## src/i2cmbe_pkg.sv

```systemverilog
`timescale 1ns / 1ps

package i2cmbe_pkg;

    // Default word length of one byte transfer on the bus
    localparam int BITS_PER_WORD_DEF = 8;

    localparam int OP_W      = 3;
    localparam int BYTE_W    = 8;
    localparam int TIMEOUT_W = 10;
    localparam int DELAY_W   = 16;
    localparam int PHASE_W   = 3;

    // Command codes on the op field
    localparam logic [OP_W-1:0] OP_NONE    = 3'd0;
    localparam logic [OP_W-1:0] OP_START   = 3'd1;
    localparam logic [OP_W-1:0] OP_STOP    = 3'd2;
    localparam logic [OP_W-1:0] OP_WRITE   = 3'd3;
    localparam logic [OP_W-1:0] OP_RD_ACK  = 3'd4;
    localparam logic [OP_W-1:0] OP_RD_NACK = 3'd5;

    // Configuration register indexes
    localparam logic CFG_ACK_TIMEOUT = 1'b0;
    localparam logic CFG_TICKS       = 1'b1;

    localparam logic [TIMEOUT_W-1:0] ACK_TIMEOUT_RST = 10'd50;
    localparam logic [DELAY_W-1:0]   TICKS_RST       = 16'd1;

    // Phase where a write polls for the slave acknowledge
    localparam logic [PHASE_W-1:0] PH_ACK_POLL = 3'd6;

    typedef enum logic [5:0] {
        CMD_IDLE    = 6'b000001,
        CMD_START   = 6'b000010,
        CMD_STOP    = 6'b000100,
        CMD_WRITE   = 6'b001000,
        CMD_RD_ACK  = 6'b010000,
        CMD_RD_NACK = 6'b100000
    } cmd_t;

    // Sequencer state that does not depend on the word length
    typedef struct packed {
        cmd_t                 cmd;
        logic [PHASE_W-1:0]   phase;
        logic [DELAY_W-1:0]   delay;
        logic [TIMEOUT_W-1:0] ack_wait;
        logic                 scl;
        logic                 sda;
        logic [1:0]           status;   // bit0 ack_ok, bit1 timed_out
        logic [BYTE_W-1:0]    rx_hold;
    } ctl_t;

    // One result beat
    typedef struct packed {
        logic              scl_level;
        logic              sda_level;
        logic              busy_res;
        logic              cmd_done;
        logic [BYTE_W-1:0] rx_byte;
        logic              ack_ok;
        logic              timed_out;
    } res_t;

    function automatic cmd_t op_to_cmd(input logic [OP_W-1:0] op);
        cmd_t c;
        c = CMD_IDLE;
        unique case (op)
            OP_START:   c = CMD_START;
            OP_STOP:    c = CMD_STOP;
            OP_WRITE:   c = CMD_WRITE;
            OP_RD_ACK:  c = CMD_RD_ACK;
            OP_RD_NACK: c = CMD_RD_NACK;
            default:    c = CMD_IDLE;
        endcase
        return c;
    endfunction

endpackage

```

## src/i2c_master_byte_engine_unit.sv

```systemverilog
`timescale 1ns / 1ps

// I2C master byte engine. Each input beat is one timing tick of the bus
// sequencer: it carries a sampled SDA level and, while the engine is idle, an
// optional command (start, stop, write a byte and check the acknowledge, read
// a byte and answer ACK or NACK). Every tick yields exactly one result beat
// with the SCL and SDA drive levels, busy, done, the last received byte and
// the ack and timeout status. One tick is taken every clock cycle while the
// consumer keeps out_ready high; the tick is held in the input register, and
// the sequencer state is updated in the single pass from there into the
// result register, which offers the tick's result beat. Bus delay phases are
// counted in ticks (ticks_per_delay, zero taken as one), not in clock cycles.
// A missing acknowledge after ack_timeout+1 high polls makes the engine issue
// a stop and report timed_out. Reset gives the engine idle with both lines
// released and needs no clearing pass. Write configuration only while no tick
// is in flight.

module i2c_master_byte_engine_unit import i2cmbe_pkg::*; #(
    parameter int BITS_PER_WORD = BITS_PER_WORD_DEF
) (
    input  logic                 clk,
    input  logic                 rst_n,
    // configuration write port
    input  logic                 cfg_we,
    input  logic                 cfg_addr,
    input  logic [DELAY_W-1:0]   cfg_wdata,
    // tick channel
    input  logic                 in_valid,
    output logic                 in_ready,
    input  logic [OP_W-1:0]      op,
    input  logic [BYTE_W-1:0]    tx_byte,
    input  logic                 sda_in,
    // result channel
    output logic                 out_valid,
    input  logic                 out_ready,
    output logic                 scl_level,
    output logic                 sda_level,
    output logic                 busy_res,
    output logic                 cmd_done,
    output logic [BYTE_W-1:0]    rx_byte,
    output logic                 ack_ok,
    output logic                 timed_out
);

    localparam int BW   = (BITS_PER_WORD > 1) ? $clog2(BITS_PER_WORD) : 1;
    localparam int IN_W = OP_W + BYTE_W + 1;
    localparam int RES_W = $bits(res_t);

    // Configuration registers
    logic [TIMEOUT_W-1:0] ack_timeout_reg;
    logic [DELAY_W-1:0]   ticks_reg;

    always_ff @(posedge clk or negedge rst_n)
    begin
        if (!rst_n)
        begin
            ack_timeout_reg <= ACK_TIMEOUT_RST;
            ticks_reg       <= TICKS_RST;
        end
        else if (cfg_we)
        begin
            unique case (cfg_addr)
                CFG_ACK_TIMEOUT: ack_timeout_reg <= cfg_wdata[TIMEOUT_W-1:0];
                CFG_TICKS:       ticks_reg       <= cfg_wdata;
                default:         ;
            endcase
        end
    end

    // Input register: hold the tick until the result register can take it
    logic              t_valid;
    logic              t_ready;
    logic [IN_W-1:0]   t_data;
    logic [OP_W-1:0]   t_op;
    logic [BYTE_W-1:0] t_tx;
    logic              t_sda;

    i2cmbe_pipe_reg #(
        .WIDTH (IN_W)
    ) u_in_reg (
        .clk       (clk),
        .rst_n     (rst_n),
        .in_valid  (in_valid),
        .in_ready  (in_ready),
        .in_data   ({op, tx_byte, sda_in}),
        .out_valid (t_valid),
        .out_ready (t_ready),
        .out_data  (t_data)
    );

    assign {t_op, t_tx, t_sda} = t_data;

    // Sequencer state, advanced once for every tick that moves on
    ctl_t                     ctl_reg;
    ctl_t                     ctl_next;
    logic [BW-1:0]            bit_reg;
    logic [BW-1:0]            bit_next;
    logic [BITS_PER_WORD-1:0] shift_reg;
    logic [BITS_PER_WORD-1:0] shift_next;
    res_t                     res;
    logic                     tick_fire;

    i2cmbe_step #(
        .BITS_PER_WORD (BITS_PER_WORD)
    ) u_step (
        .ack_timeout     (ack_timeout_reg),
        .ticks_per_delay (ticks_reg),
        .op              (t_op),
        .tx_byte         (t_tx),
        .sda_in          (t_sda),
        .ctl_cur         (ctl_reg),
        .bit_cur         (bit_reg),
        .shift_cur       (shift_reg),
        .ctl_next        (ctl_next),
        .bit_next        (bit_next),
        .shift_next      (shift_next),
        .res             (res)
    );

    assign tick_fire = t_valid && t_ready;

    always_ff @(posedge clk or negedge rst_n)
    begin
        if (!rst_n)
        begin
            ctl_reg.cmd      <= CMD_IDLE;
            ctl_reg.phase    <= '0;
            ctl_reg.delay    <= '0;
            ctl_reg.ack_wait <= '0;
            ctl_reg.scl      <= 1'b1;
            ctl_reg.sda      <= 1'b1;
            ctl_reg.status   <= 2'b00;
            ctl_reg.rx_hold  <= '0;
            bit_reg          <= '0;
            shift_reg        <= '0;
        end
        else if (tick_fire)
        begin
            ctl_reg   <= ctl_next;
            bit_reg   <= bit_next;
            shift_reg <= shift_next;
        end
    end

    // Result register: parts the tick side from a stalled consumer
    logic [RES_W-1:0] r_data;
    res_t             r_res;

    i2cmbe_pipe_reg #(
        .WIDTH (RES_W)
    ) u_out_reg (
        .clk       (clk),
        .rst_n     (rst_n),
        .in_valid  (t_valid),
        .in_ready  (t_ready),
        .in_data   (res),
        .out_valid (out_valid),
        .out_ready (out_ready),
        .out_data  (r_data)
    );

    assign r_res     = r_data;
    assign scl_level = r_res.scl_level;
    assign sda_level = r_res.sda_level;
    assign busy_res  = r_res.busy_res;
    assign cmd_done  = r_res.cmd_done;
    assign rx_byte   = r_res.rx_byte;
    assign ack_ok    = r_res.ack_ok;
    assign timed_out = r_res.timed_out;

    // A finished command leaves the engine idle
    assert property (@(posedge clk) disable iff (!rst_n)
        out_valid && cmd_done |-> !busy_res)
    else $error("done reported while still busy");

    // Idle sequencer holds no phase and no pending delay
    assert property (@(posedge clk) disable iff (!rst_n)
        ctl_reg.cmd == CMD_IDLE |-> ctl_reg.phase == '0 && ctl_reg.delay == '0)
    else $error("idle with phase or delay left over");

    // Any running phase has a loaded delay count
    assert property (@(posedge clk) disable iff (!rst_n)
        ctl_reg.cmd != CMD_IDLE |-> ctl_reg.delay != '0)
    else $error("active command with empty delay count");

    // Bit counter stays within the word
    assert property (@(posedge clk) disable iff (!rst_n)
        {1'b0, bit_reg} < (BW + 1)'(BITS_PER_WORD))
    else $error("bit index beyond word length");

    // Ack and timeout status never both set
    assert property (@(posedge clk) disable iff (!rst_n)
        !(ctl_reg.status[0] && ctl_reg.status[1]))
    else $error("ack_ok and timed_out both set");

endmodule

```

## src/i2cmbe_pipe_reg.sv

```systemverilog
`timescale 1ns / 1ps

module i2cmbe_pipe_reg import i2cmbe_pkg::*; #(
    parameter int WIDTH = 12
) (
    input  logic             clk,
    input  logic             rst_n,
    input  logic             in_valid,
    output logic             in_ready,
    input  logic [WIDTH-1:0] in_data,
    output logic             out_valid,
    input  logic             out_ready,
    output logic [WIDTH-1:0] out_data
);

    logic             valid_reg;
    logic             valid_next;
    logic [WIDTH-1:0] data_reg;

    // Take a new beat whenever the held one is empty or leaves this cycle
    assign in_ready   = !valid_reg || out_ready;
    assign valid_next = in_ready ? in_valid : valid_reg;

    always_ff @(posedge clk or negedge rst_n)
    begin
        if (!rst_n)
        begin
            valid_reg <= 1'b0;
        end
        else
        begin
            valid_reg <= valid_next;
        end
    end

    always_ff @(posedge clk)
    begin
        if (in_ready && in_valid)
        begin
            data_reg <= in_data;
        end
    end

    assign out_valid = valid_reg;
    assign out_data  = data_reg;

endmodule

```

## src/i2cmbe_step.sv

```systemverilog
`timescale 1ns / 1ps

module i2cmbe_step import i2cmbe_pkg::*; #(
    parameter int BITS_PER_WORD = BITS_PER_WORD_DEF,
    localparam int BW = (BITS_PER_WORD > 1) ? $clog2(BITS_PER_WORD) : 1
) (
    input  logic [TIMEOUT_W-1:0]     ack_timeout,
    input  logic [DELAY_W-1:0]       ticks_per_delay,
    input  logic [OP_W-1:0]          op,
    input  logic [BYTE_W-1:0]        tx_byte,
    input  logic                     sda_in,
    input  ctl_t                     ctl_cur,
    input  logic [BW-1:0]            bit_cur,
    input  logic [BITS_PER_WORD-1:0] shift_cur,
    output ctl_t                     ctl_next,
    output logic [BW-1:0]            bit_next,
    output logic [BITS_PER_WORD-1:0] shift_next,
    output res_t                     res
);

    localparam logic [BW-1:0] TOP_BIT  = BW'(BITS_PER_WORD - 1);
    localparam logic [BW:0]   WORD_LEN = (BW + 1)'(BITS_PER_WORD);

    always_comb
    begin
        logic               do_enter;
        logic               fin;
        logic               done;
        logic [PHASE_W-1:0] ph;
        logic [BW:0]        bit_inc;
        logic [DELAY_W-1:0] tpd_eff;

        ctl_next   = ctl_cur;
        bit_next   = bit_cur;
        shift_next = shift_cur;
        do_enter   = 1'b0;
        fin        = 1'b0;
        done       = 1'b0;
        ph         = '0;
        bit_inc    = {1'b0, bit_cur} + (BW + 1)'(1);
        tpd_eff    = (ticks_per_delay == '0) ? DELAY_W'(1) : ticks_per_delay;

        if (ctl_cur.cmd == CMD_IDLE)
        begin
            if (op >= OP_START && op <= OP_RD_NACK)
            begin
                ctl_next.cmd       = op_to_cmd(op);
                bit_next           = '0;
                ctl_next.ack_wait  = '0;
                ctl_next.status[1] = 1'b0;
                if (op == OP_WRITE)
                begin
                    ctl_next.status = 2'b00;
                    shift_next      = BITS_PER_WORD'(tx_byte);
                end
                else if (op == OP_RD_ACK || op == OP_RD_NACK)
                begin
                    shift_next = '0;
                end
                do_enter = 1'b1;
            end
        end
        else if (ctl_cur.cmd == CMD_WRITE && ctl_cur.phase == PH_ACK_POLL)
        begin
            // Poll every tick, no delay count
            do_enter = 1'b1;
            ph       = PH_ACK_POLL;
        end
        else if (ctl_cur.delay > DELAY_W'(1))
        begin
            ctl_next.delay = ctl_cur.delay - DELAY_W'(1);
        end
        else
        begin
            do_enter = 1'b1;
            if (ctl_cur.phase == 3'd2 && ctl_cur.cmd != CMD_START
                && ctl_cur.cmd != CMD_STOP && bit_inc < WORD_LEN)
            begin
                bit_next = bit_inc[BW-1:0];
                ph       = '0;
            end
            else
            begin
                ph = ctl_cur.phase + PHASE_W'(1);
            end
        end

        if (do_enter)
        begin
            ctl_next.phase = ph;
            ctl_next.delay = tpd_eff;
            unique case (ctl_next.cmd)
                CMD_START:
                begin
                    priority if (ph == 3'd0)
                    begin
                        ctl_next.sda = 1'b1;
                        ctl_next.scl = 1'b1;
                    end
                    else if (ph == 3'd1)
                        ctl_next.sda = 1'b0;
                    else if (ph == 3'd2)
                        ctl_next.scl = 1'b0;
                    else
                        fin = 1'b1;
                end
                CMD_STOP:
                begin
                    priority if (ph == 3'd0)
                    begin
                        ctl_next.scl = 1'b0;
                        ctl_next.sda = 1'b0;
                    end
                    else if (ph == 3'd1)
                        ctl_next.scl = 1'b1;
                    else
                    begin
                        ctl_next.sda = 1'b1;
                        fin          = 1'b1;
                    end
                end
                CMD_WRITE:
                begin
                    priority if (ph == 3'd0)
                    begin
                        ctl_next.scl = 1'b0;
                        ctl_next.sda = shift_next[TOP_BIT - bit_next];
                    end
                    else if (ph == 3'd1 || ph == 3'd4)
                        ctl_next.scl = 1'b1;
                    else if (ph == 3'd2)
                        ctl_next.scl = 1'b0;
                    else if (ph == 3'd3)
                        ctl_next.sda = 1'b1;
                    else if (ph == PH_ACK_POLL)
                    begin
                        priority if (!sda_in)
                        begin
                            ctl_next.scl       = 1'b0;
                            ctl_next.status[0] = 1'b1;
                            fin                = 1'b1;
                        end
                        else if (ctl_cur.ack_wait >= ack_timeout)
                        begin
                            // No acknowledge: drop into a full stop sequence
                            ctl_next.status   = 2'b10;
                            ctl_next.cmd      = CMD_STOP;
                            ctl_next.ack_wait = '0;
                            ctl_next.phase    = '0;
                            ctl_next.scl      = 1'b0;
                            ctl_next.sda      = 1'b0;
                        end
                        else
                            ctl_next.ack_wait = ctl_cur.ack_wait + TIMEOUT_W'(1);
                    end
                    else
                    begin
                        // hold phase: lines unchanged
                    end
                end
                CMD_RD_ACK, CMD_RD_NACK:
                begin
                    priority if (ph == 3'd0)
                        ctl_next.scl = 1'b0;
                    else if (ph == 3'd1)
                    begin
                        ctl_next.scl = 1'b1;
                        ctl_next.sda = 1'b1;
                    end
                    else if (ph == 3'd2)
                        shift_next = (shift_next << 1) | BITS_PER_WORD'(sda_in);
                    else if (ph == 3'd3)
                    begin
                        ctl_next.scl = 1'b0;
                        ctl_next.sda = (ctl_next.cmd == CMD_RD_ACK) ? 1'b0 : 1'b1;
                    end
                    else if (ph == 3'd4)
                        ctl_next.scl = 1'b1;
                    else
                    begin
                        ctl_next.scl = 1'b0;
                        fin          = 1'b1;
                    end
                end
                default:
                    fin = 1'b1;
            endcase

            if (fin)
            begin
                if (ctl_next.cmd == CMD_RD_ACK || ctl_next.cmd == CMD_RD_NACK)
                    ctl_next.rx_hold = BYTE_W'(shift_next);
                ctl_next.cmd   = CMD_IDLE;
                ctl_next.phase = '0;
                ctl_next.delay = '0;
                bit_next       = '0;
                done           = 1'b1;
            end
        end

        res.scl_level = ctl_next.scl;
        res.sda_level = ctl_next.sda;
        res.busy_res  = (ctl_next.cmd != CMD_IDLE);
        res.cmd_done  = done;
        res.rx_byte   = ctl_next.rx_hold;
        res.ack_ok    = ctl_next.status[0];
        res.timed_out = ctl_next.status[1];
    end

endmodule
```

## config.mk

```make
export PLATFORM = sky130hd
export DESIGN_NAME = i2c_master_byte_engine_unit
export DESIGN_NICKNAME = d
export VERILOG_FILES = /design/src/i2cmbe_pkg.sv /design/src/i2c_master_byte_engine_unit.sv /design/src/i2cmbe_pipe_reg.sv /design/src/i2cmbe_step.sv
export SDC_FILE = /design/constraint.sdc
export NUM_CORES = 1
export LEC_CHECK = 0
export BUFFER_PORTS_ARGS = -buffer_cell sky130_fd_sc_hd__buf_2
export CORE_MARGIN = 1
export CORE_UTILIZATION = 30
export DETAILED_ROUTE_END_ITERATION = 12
export PLACE_DENSITY_LB_ADDON = 0.2
export SYNTH_ARGS = -nofsm -noshare
export SYNTH_HDL_FRONTEND = slang
export SYNTH_SLANG_ARGS = --single-unit
```

## constraint.sdc

```tcl
create_clock -name clk -period 3.2 [get_ports clk]
set_input_delay 0.64 -clock clk [delete_from_list [all_inputs] [get_ports clk]]
set_output_delay 0.64 -clock clk [all_outputs]
set_load 0.02 [all_outputs]
```

# After elaboration in Yosys (flattened, before gate mapping)
# Cells that the tools add are included.
# word_totals
regBits	112
inputBits	34
word_cells	185
# op_classes
n_addsub	5
n_lt_le_gt_ge	6
eq_ne	26
n_mux	107
bitwise	2
reduce_logical	22
# op_table
op	count
$mux 8	11
$mux 9	9
$mux 10	8
$mux 16	4
$mux 47	1
$mux 1	40
$mux 3	13
$pmux 6 s5	1
$mux 25	1
$mux 2	11
$gt 16x1->1 const B	1
$logic_not 16->1	1
$sub 16x1->16 const B	1
$eq 3x2->1 const B	5
$eq 3x3->1 const B	5
$mux 14	1
$eq 6x4->1 const B	2
$eq 6x5->1 const B	2
$eq 6x6->1 const B	2
$mux 6	2
$mux 11	1
$add 10x1->10 const B	1
$ge 10x10->1	1
$or 8x1->8	1
28 further kinds	43

# Longest topological paths before layout
# logic_depth
word_depth	23
mapped_depth	13
depth_no_buf	11

# Cells and area by module
# A second synthesis with hierarchy kept.
# hier_totals
cells_unflattened	606
area_unflattened_um2	6915.4
# modules_own_cells
module	n_inst	cells_each	area_per_inst_um2	seq_area_each_um2
i2c_master_byte_engine_unit	1	179	3215.6	2110.8
i2cmbe_step	1	393	2811.4	0.0
i2cmbe_pipe_reg (u_out_reg)	1	18	474.2	445.4
i2cmbe_pipe_reg (u_in_reg)	1	16	414.1	385.4

# Worst setup path after synthesis
# Ideal clock, no wire load.
# synth_timing
path_kind	reg2reg
from	reg ctl_reg[43] (netlist bit)
to	reg ctl_reg[32] (netlist bit)
setup_ns	0.126
t_arrival_ns	2.972
setup_slack_ns	0.102
path_stages_with_launch	12
path_buffers	3
cell_sequence	dfrtp_1 > buf_6 > or4_4 > buf_6 > nor2_1 > a41oi_1 > or3_1 > nor2_2 > or4_4 > nor4_4 > buf_6 > a221o_1
# synth_via
elab_chain_len	18
word_cells_on_any_way	52
cone_classes	eq/ne: 16; mux: 27; reduce/logical: 9
# synth_lines
item	line	rtl
start, declared	i2c_master_byte_engine_unit.sv:94	ctl_t ctl_reg;
start signal, assigned	i2c_master_byte_engine_unit.sv:139	ctl_reg <= ctl_next;
$ne 6x2->1	i2cmbe_step.sv:76	if (ctl_cur.phase == 3'd2 && ctl_cur.cmd != CMD_START
$logic_and 1x1->1	i2cmbe_step.sv:76	
$logic_and 1x1->1 (2 in series)	i2cmbe_step.sv:77	&& ctl_cur.cmd != CMD_STOP && bit_inc < WORD_LEN)
$mux 3	i2cmbe_step.sv:76	
$mux 3	i2cmbe_step.sv:69	else if (ctl_cur.delay > DELAY_W'(1))
$mux 3	i2cmbe_step.sv:63	else if (ctl_cur.cmd == CMD_WRITE && ctl_cur.phase == PH_ACK_POLL)
$mux 3	i2cmbe_step.sv:43	if (ctl_cur.cmd == CMD_IDLE)
$eq 3x3->1, on equally long branches	i2cmbe_step.sv:129, i2cmbe_step.sv:177, i2cmbe_step.sv:135	
$mux 1, on equally long branches	i2cmbe_step.sv:177, i2cmbe_step.sv:135	
$mux 1, on equally long branches	i2cmbe_step.sv:172, i2cmbe_step.sv:133	
$mux 1, on equally long branches	i2cmbe_step.sv:170, i2cmbe_step.sv:131	
$mux 1, on equally long branches	i2cmbe_step.sv:165, i2cmbe_step.sv:129	
$mux 1, on equally long branches	i2cmbe_step.sv:163, i2cmbe_step.sv:124	
$pmux 1 s4	i2cmbe_step.sv:92	unique case (ctl_next.cmd)
$mux 1	i2cmbe_step.sv:88	if (do_enter)
$mux 25	i2cmbe_step.sv:189	if (fin)
$mux 47	i2cmbe_step.sv:88	
# Several ways; a longest one is shown, not always the timed one. The select of a mux whose other input is x is not followed.
# A chain may end at the register's enable or synchronous reset.

# Worst setup path after layout
# layout_timing
from	reg ctl_reg[45] (netlist bit)
to	reg ctl_reg[37] (netlist bit)
# The elaborated chain is that of the path after synthesis.

==> results.cfg <==
[final_layout]
post-route-util_pct = 38.1
syn_to_final_growth_pct = 23.3
drive_gt1_share_pct = 27.0
antenna_cells = 0
largest_reg_flops = 47
final_cell_mix = 79 x dfrtp_1, 74 x buf_4, 68 x nand2_1
layout_commonest_cell = dfrtp_1
fillCellCount = 1971
fin_nets = 774

[floorplanning]
die_area_mm2 = 0.0207
io_pins = 50
die_y_um = 144
core_mm2 = 0.0196
rows = 51
dieWidth_um = 144
initial_core_util_pct = 30.9

[setup_path]
crit_arrival_ns = 3.29
crit_chain = or3_4, or3_4, a211oi_2, buf_4, buf_4, a31oi_4, a21o_1, a21boi_1, or4_4, nor4_4, buf_12, a221o_1
crit_slowest_cell = dfrtp_1
startpoint_type = flop
crit_buf_inv = 3
worstPathMaxFanout = 14
crit_family = compound AO/OA/AOI/OAI gates
worstSetupPathType = reg2reg
critPathMaxStageDelay_ns = 0.41
crit_path_end_kind = flop
crit_required_ns = 3.44

[yosys]
netlist_top_cells_area = dfrtp_1 33%, edfxtp_1 13%, nand2_1 4.2%
synth_flop_cell = dfrtp_1
synth_seq_cells = 112
synth.yosys.warnings = 0
seq_area_frac_synth_pct = 48.6
syn_area_per_cell_um2 = 9.80
synthCells = 617
async_flop_share_pct = 76.8
yosysTopAreaCell = dfrtp_1
synth_cell_types = 64
synth_edf_count = 26
syn_nets = 667
synth_top_area_share_pct = 32.7
synth_area_mm2 = 0.00605

[sta]
maxClockFrequency_mhz = 327
finalCritPeriodShare_pct = 95.6
finalSetupViolCount = 0
slew-limit-headroom_pct = 56.3
tightest_slew_ns = 0.654
hold_violations = 0
drv_slew = 0
fin_ws_ns = 0.141
min_period_ns = 3.06
setup-tns-final_ns = 0
grt_setup_unrepaired = false
fin_skew_ns = 0.0135

[routing]
drt_iter0_markers = 362
antenna_left = 0
route.detailed.drc = 0
dr.pass1.iters = 5
wl_per_cell_um = 16.8
routed_wl_um = 16700
viasPerCell = 5.14
num_vias = 5108

[clocking]
htreeDepth = 3
hold_buffers = 0
clkTransAtPathRegs_ns = 0.07
cts.path.max_buffers = 2
clock_latency_ns = 0.36
root_buffer = clkbuf_16
cts.sinks = 112
cts_tree = built
cts_buffers = 9

[pwr]
p_per_area_mw_per_mm2 = 705
p_leak_nw = 3.14
p_switching_w = 0.00199
switching_share_pct = 37.8
p_seq_share_pct = 36.8
p_comb_share_pct = 42.5
power_w = 0.00526
clockPowerShare_pct = 20.6
cellInternalPower_w = 0.00327
peakVddDrop_mv = 0.265

[global_route]
gr-total-overflow = 0
grt_pass1_vias = 4907
gr-usage-all-layers_pct = 17.0
grt_pass1_wl_um = 26900
antenna_found_initial = 0
grt_start_max_net_pins = 47

[placed_design]
place.port_buffers = 49
pre_cts_slack_ns = -0.0116
globalplace.congestion = 0.900
dp_hpwl_um = 12600

[min_path]
hold_path_class = in2async

[flow_run]
drv_cap = 0

[outcome]
status = finished clean
final cells by class:
class	instances	area [um2]	share of cell area, %
Inverter	21	78.8	1.06
Sequential cell	112	2940	39.5
Tap cell	265	332	4.45
Clock buffer	12	246	3.31
Timing Repair Buffer	123	816	10.9
Clock inverter	4	28.8	0.386
Multi-Input combinational cell	457	3010	40.4
through the flow:
step                      instances  cell area [um2]  hold WS (ns)
after floorplan                 617             6050         0.344
after global placement          975             7040         0.452
after detailed placement        975             7040         0.466
after CTS                       991             7330         0.297
after global routing            994             7450         0.313
final                           994             7450         0.268
power by group through the flow:
stage	combinational, W	sequential [W]	clock [W]
after floorplan	0.00126	0.00195	0
after global placement	0.00212	0.00195	0
after detailed placement	0.00214	0.00195	0
after CTS	0.00216	0.00193	0.00112
after global routing	0.00247	0.00197	0.00118
final	0.00224	0.00194	0.00108
synthesized netlist by cell type (16+ instances only):
library cell	number
mux2_2	22
nor3_1	20
o31ai_1	22
o21ai_0	41
nand2_1	68
edfxtp_1	26
inv_1	20
nand3_1	17
a21oi_1	24
o21ai_1	40
ha_1	16
clkbuf_1	21
dfrtp_1	79
nor2_1	44
worst reg2reg max path: stages (launching register included):
cell,delay (ns)
dfrtp_1,0.41
or3_4,0.40
or3_4,0.40
a211oi_2,0.19
buf_4,0.14
buf_4,0.16
a31oi_4,0.12
a21o_1,0.18
a21boi_1,0.20
or4_4,0.18
nor4_4,0.04
buf_12,0.17
a221o_1,0.36
final timing paths:
kind / start / endpoint / slack [ns] / cells past startpoint
worst max register to register: ctl_reg[45]$_DFFE_PN0P_ / ctl_reg[37]$_DFFE_PN0P_ / 0.14 / 12
worst max-delay path: ctl_reg[45]$_DFFE_PN0P_ / ctl_reg[37]$_DFFE_PN0P_ / 0.14 / 12
min in group clk: tx_byte[6] / u_in_reg.out_data[7]$_DFFE_PP_ / 0.45 / 1
worst min-delay path: rst_n / ack_timeout_reg[9]$_DFFE_PN0P_ / 0.27 / 1
max in group asynchronous: rst_n / ctl_reg[41]$_DFFE_PN1P_ / 2.12 / 2
worst min register to register: ctl_reg[8]$_DFFE_PN0P_ / ctl_reg[8]$_DFFE_PN0P_ / 0.48 / 2
kinds of logic after synthesis:
kind of cell               count (synthesis)  synth area share, %
DFF                                      112                 48.6
adders and majority gates                 16                 3.31
muxes                                     28                 5.11
AOI/OAI and AO/OA                        192                 20.8
and+or+nand+nor                          217                 18.0
xor gates and xnor gates                   4                0.579
buffers and inverters                     48                 3.52
metal layers:
metal  global-route usage, %  vias to the layer above  part of all wire (%)
li1                        -                     2512                     -
met3                    3.25                       10                   4.0
met2                    26.4                       95                    46
met4                    4.31                        0                   1.0
met5                       0                        -                     0
met1                    24.3                     2491                    49
repair_timing:
action                                  CTS  global route
pin swaps                                 0            10
endpoints found under the setup margin    3            38
gates resized for setup                   3            20
hold endpoints to repair                  0             0
buffers inserted                          0             3
gates cloned                              0             0
(Power assumes the default switching activity.)
